**config.mk**
```make
export PLATFORM = sky130hd
export DESIGN_NAME = pbb_cell
export DESIGN_NICKNAME = d
export VERILOG_FILES = /design/src/hw/rtl/pbb_cell.sv
export SDC_FILE = /design/constraint.sdc
export NUM_CORES = 1
export LEC_CHECK = 0
export BUFFER_PORTS_ARGS = -buffer_cell sky130_fd_sc_hd__buf_2
export CORE_MARGIN = 2
export CORE_UTILIZATION = 35
export CTS_CLUSTER_SIZE = 8
export DETAILED_ROUTE_END_ITERATION = 10
export HOLD_SLACK_MARGIN = 0.03
export PLACE_DENSITY = 0.53
export SYNTH_ARGS = -nofsm -noshare
export SYNTH_HDL_FRONTEND = slang
export SYNTH_SLANG_ARGS = --single-unit
```
**constraint.sdc**
```tcl
create_clock -name aclk -period 12.7 [get_ports aclk]
set_clock_uncertainty 0.15 [all_clocks]
set_input_delay 0 -clock aclk [delete_from_list [all_inputs] [get_ports aclk]]
set_output_delay 0 -clock aclk [all_outputs]
set_load 0.02 [all_outputs]
```
**src/hw/rtl/pbb_cell.sv**
```systemverilog
`timescale 1ns / 1ps

module pbb_cell #(
    parameter int FRAC_BITS = 16,
    parameter int IDX_W     = 10,
    parameter int ORD_W     = 4,
    parameter int POS       = 0
) (
    input  logic                 aclk,
    input  logic                 aresetn,
    input  logic                 en,
    input  logic                 valid_in,
    input  logic [FRAC_BITS:0]   z_in,
    input  logic [IDX_W-1:0]     idx_in,
    input  logic [ORD_W-1:0]     order,
    output logic                 valid_out,
    output logic [FRAC_BITS:0]   z_out,
    output logic [IDX_W-1:0]     idx_out
);

    localparam int ZW = FRAC_BITS + 1;
    localparam logic [ZW-1:0]    ONE     = ZW'(1) << FRAC_BITS;
    localparam logic [ORD_W-1:0] POS_ORD = ORD_W'(POS);

    logic                   valid_reg;
    logic [ZW-1:0]          z_reg;
    logic [ZW-1:0]          z_next;
    logic [IDX_W-1:0]       idx_reg;
    logic [2*FRAC_BITS-1:0] prod;
    logic [FRAC_BITS-1:0]   sq;
    logic [ZW:0]            merged;
    logic                   active;

    assign active = order > POS_ORD;
    assign prod   = z_in[FRAC_BITS-1:0] * z_in[FRAC_BITS-1:0];
    assign sq     = prod[2*FRAC_BITS-1:FRAC_BITS];
    assign merged = {z_in, 1'b0} - {2'b00, sq};

    always_comb begin
        if (!active || z_in[FRAC_BITS]) begin
            z_next = z_in;
        end else if (idx_in[POS]) begin
            z_next = {1'b0, sq};
        end else if (merged > {1'b0, ONE}) begin
            z_next = ONE;
        end else begin
            z_next = merged[ZW-1:0];
        end
    end

    always_ff @(posedge aclk) begin
        if (!aresetn) begin
            valid_reg <= 1'b0;
        end else if (en) begin
            valid_reg <= valid_in;
        end
    end

    always_ff @(posedge aclk) begin
        if (en) begin
            z_reg   <= z_next;
            idx_reg <= idx_in;
        end
    end

    assign valid_out = valid_reg;
    assign z_out     = z_reg;
    assign idx_out   = idx_reg;

endmodule

```
==> run summary <==
The worst setup path is launched from an input pin. The share of post-route cells with drive strength above 1 is roughly a tenth. The cell area after synthesis is 9870 um2. In this run the critical register-to-register path is captured at valid_out.

The yosys synthesis warning count came out at 0. For this run, the top clock speed supported by timing is 0.0999 GHz. Synthesis instantiated between 80 and 90 different standard cells from the library. The share of the core filled with cells came out at roughly two fifths.

The count of cells along the worst register-to-register path came out at 3. The placed cell area came out at 10500 um2. On the critical path, the stage with the largest delay is an instance of sky130_fd_sc_hd__a2111oi_2. For this run, the post-layout net count is between 1000 and 1500. The estimated wirelength of the detail-placed design is between 15000 and 20000 um.

The filler cells instantiated in the layout total 2924. The maximum net fanout on the critical path came out at 19. The I/O pin total came out at 63.

The worst hold path terminates at idx_out[2]. The pin count of the biggest net entering global routing came out at 29. The final weighted congestion of routability-driven global placement is approximately 0.85. The worst slew margin relative to its limit is a little under three fifths. The number of pins exceeding their max-slew limit in the final report came out at 0. The worst register-to-register path begins at valid_out. The number of buffers created by CTS is 3. For this run, design rule violations remaining after detail routing come to 0.

The number of flops mapped to enable cells by yosys is 27. The count of final setup violators came out at 0. The startpoint identified for the worst hold timing path is en. The most common cell after layout, fill and taps aside is sky130_fd_sc_hd__inv_1. The run finished with clean final reports. The number of maximum-capacitance constraint violations is 0. The area added between synthesis and finish is 8.38%. Data on the critical path is required at its endpoint by about 13 ns. Clock tree synthesis selected as its root buffer the cell sky130_fd_sc_hd__clkbuf_16. The later pin in the worst-skew pair is clocked with a latency of approximately 0.26 ns. The number of nets in the synthesized netlist is between 1000 and 1500. The top cell types in the final layout, fill and taps aside, are sky130_fd_sc_hd__inv_1, sky130_fd_sc_hd__fa_1, sky130_fd_sc_hd__ha_1.

The multi-input combinational cell area is 7960 um2. The number of global-route vias before repair is ~8100. The count of port buffers added during placement is between 60 and 70.

Among the stages of the critical path, the cell type that occurs most often is sky130_fd_sc_hd__fa_1. The row count came out at a little over 60. The average cell area after synthesis came out at between 8 and 9 um2. Counting every sink on the clock net gives 28. The number of vias after detailed routing is ~7700. The initial antenna violation count is 0. The die is around 170 um tall. The register area came out at a little over 800 um2. The floorplan step defined a die boundary enclosing about 30000 um2. The first-pass GRT wire length is around 41000 um. The global-route congestion overflow total came out at 0.

The worst register-to-register path has a setup slack of around 11 ns. Setup repair after global routing left no endpoint under its margin. The detailed-route wire length per cell came out at ~16 um. The setup path with the least slack is of type input pin to flip-flop. The count of nets left with antenna violations once routing finished came out at 0. The antenna diode count is 0. TritonCTS built the clock tree. For this configuration, the core starts out at a cell density of 35.5%. The ratio of routed vias to standard cells came out at just over 5. The path class of the tightest hold or removal check is input pin to flip-flop. The buffer levels on the longest clock path is 2. The post-route cell area is 10700 um2. The most used flip-flop cell after synthesis is sky130_fd_sc_hd__edfxtp_1. The sum of negative setup slack is 0 ns.

The level count of the clock H-tree came out at 1. The post-detailed-routing wire length came out at 24700 um. The number of instances in the synthesized netlist is ~1100.

The number of stages on the worst setup path came out at 35. For the pin with the worst max-slew slack, the measured transition is 0.651 ns. The time the worst path needs with I/O delays and setup is around 10 ns.

The x dimension of the die came out at 172 um. The iteration count of the initial detailed-routing pass came out at 5. After layout, the worst path uses around four fifths of the clock period.

Of all flip-flops after synthesis, the portion carrying an async set or reset was 0%. The hold violation total from the final report is 0. The flip-flop and latch count after synthesis came out at 28. Counting instances, the worst hold path has a depth of 1. After clock tree synthesis, the clock-pin slew on the worst setup and hold paths is about 0.070 ns. The signal arrival time at the worst endpoint came out at about 9.9 ns. The placeable core area is 27800 um2. The number of gates given a new drive strength after cts came out at 0. The sequential fraction of the synthesis area came out at around 8.4%. The kind of end point of the critical path is a flip-flop. The worst path buffer plus inverter count is 5. The total global-route track usage is about 18%. The peak per-stage delay on the critical path came out at about 0.61 ns.

The initial detailed-routing violation count is approximately 400. The kind of cell with the highest combined delay along the critical path is compound AO/OA/AOI/OAI gates.
## state kept, by name, summed over array words and instances, names as in the netlist
name       cells
idx_out       10
valid_out      1
z_out         17
## synth_stat cells, types with 4 or more instances
library cell                number  share of area [%]
sky130_fd_sc_hd__o21ai_1         5               0.25
sky130_fd_sc_hd__a211oi_2        4               0.51
sky130_fd_sc_hd__fa_1          160                 32
sky130_fd_sc_hd__o221ai_1        4               0.35
sky130_fd_sc_hd__a21o_1          7               0.53
sky130_fd_sc_hd__inv_1         237                9.0
sky130_fd_sc_hd__edfxtp_1       27                8.2
sky130_fd_sc_hd__xor2_1         11               0.98
sky130_fd_sc_hd__nor2_1         61                2.3
sky130_fd_sc_hd__nand2b_1        5               0.32
sky130_fd_sc_hd__ha_1          112                 14
sky130_fd_sc_hd__and2_1         49                3.1
sky130_fd_sc_hd__nand2_1       104                4.0
sky130_fd_sc_hd__o21ai_0        24                1.2
sky130_fd_sc_hd__buf_2           5               0.25
sky130_fd_sc_hd__nand3_1        11               0.56
sky130_fd_sc_hd__clkbuf_1       33                1.3
sky130_fd_sc_hd__or2_2           8               0.51
sky130_fd_sc_hd__a211oi_1        6               0.46
sky130_fd_sc_hd__a31o_2          6               0.53
sky130_fd_sc_hd__and3_1          7               0.44
sky130_fd_sc_hd__a21oi_1        50                2.5
sky130_fd_sc_hd__a31oi_1         5               0.32
sky130_fd_sc_hd__o2111ai_1       5               0.44
sky130_fd_sc_hd__nor2b_1         6               0.38
sky130_fd_sc_hd__nand4_1        10               0.63
sky130_fd_sc_hd__buf_4           4               0.30
sky130_fd_sc_hd__o21a_1          7               0.53
sky130_fd_sc_hd__o21bai_1        5               0.38
sky130_fd_sc_hd__xnor2_1        31                2.8
sky130_fd_sc_hd__nor4_1          5               0.32
sky130_fd_sc_hd__nor3_1         12               0.61
sky130_fd_sc_hd__o211ai_1       12               0.91
## per-layer routing
metal	GRT usage, %	part of all wire, %
met1	25.2	48
met2	30.7	48
met3	1.01	3.0
met4	1.42	0.75
met5	0	0
## logic make-up (layout without fill, tap and decap cells)
logic type,after synthesis,count (layout),synth area share [%]
xor+xnor,45,45,4.30
flops,28,28,8.42
buf+inv,282,318,10.9
fa+ha+maj,273,273,46.8
simple gates,293,293,14.5
mux,6,6,0.761
compound gates,184,184,14.3
## metrics by stage
| stage | worst slack, ns | cells | hold slack, ns |
|---|---|---|---|
| finish | 2.69 | 1525 | 0.153 |
| global route | 2.07 | 1525 | 0.169 |
| floorplan | 3.93 | 1111 | -0.0511 |
| global placement | 2.41 | 1508 | 0.0274 |
| detailed placement | 2.42 | 1508 | 0.0281 |
| CTS | 2.68 | 1525 | 0.158 |
## repair_timing
item                                   CTS  global route
setup buffers                            0             0
endpoints found under the hold margin   12             0
hold buffers                            13             0
## worst max-delay path by stage
stage / startpoint / slack, ns / end
2_1_floorplan: z_in[8] / 3.93 / z_out[9]
3_3_place_gp: z_in[10] / 2.41 / z_out[6]
3_5_place_dp: z_in[10] / 2.42 / z_out[6]
4_1_cts: z_in[10] / 2.68 / z_out[6]
5_1_grt: z_in[10] / 2.07 / z_out[9]
6_report: z_in[10] / 2.69 / z_out[6]
## layout make-up
cell class,instances,area share (%)
sequential,28,7.77
multi-input combinational,801,74.4
tap,378,4.42
clock buffer,4,0.831
inverter,237,8.32
timing repair buffer,77,4.26
Power is not shown: default switching activity piles up to over one toggle a cycle in this logic, so the estimate is an artifact.
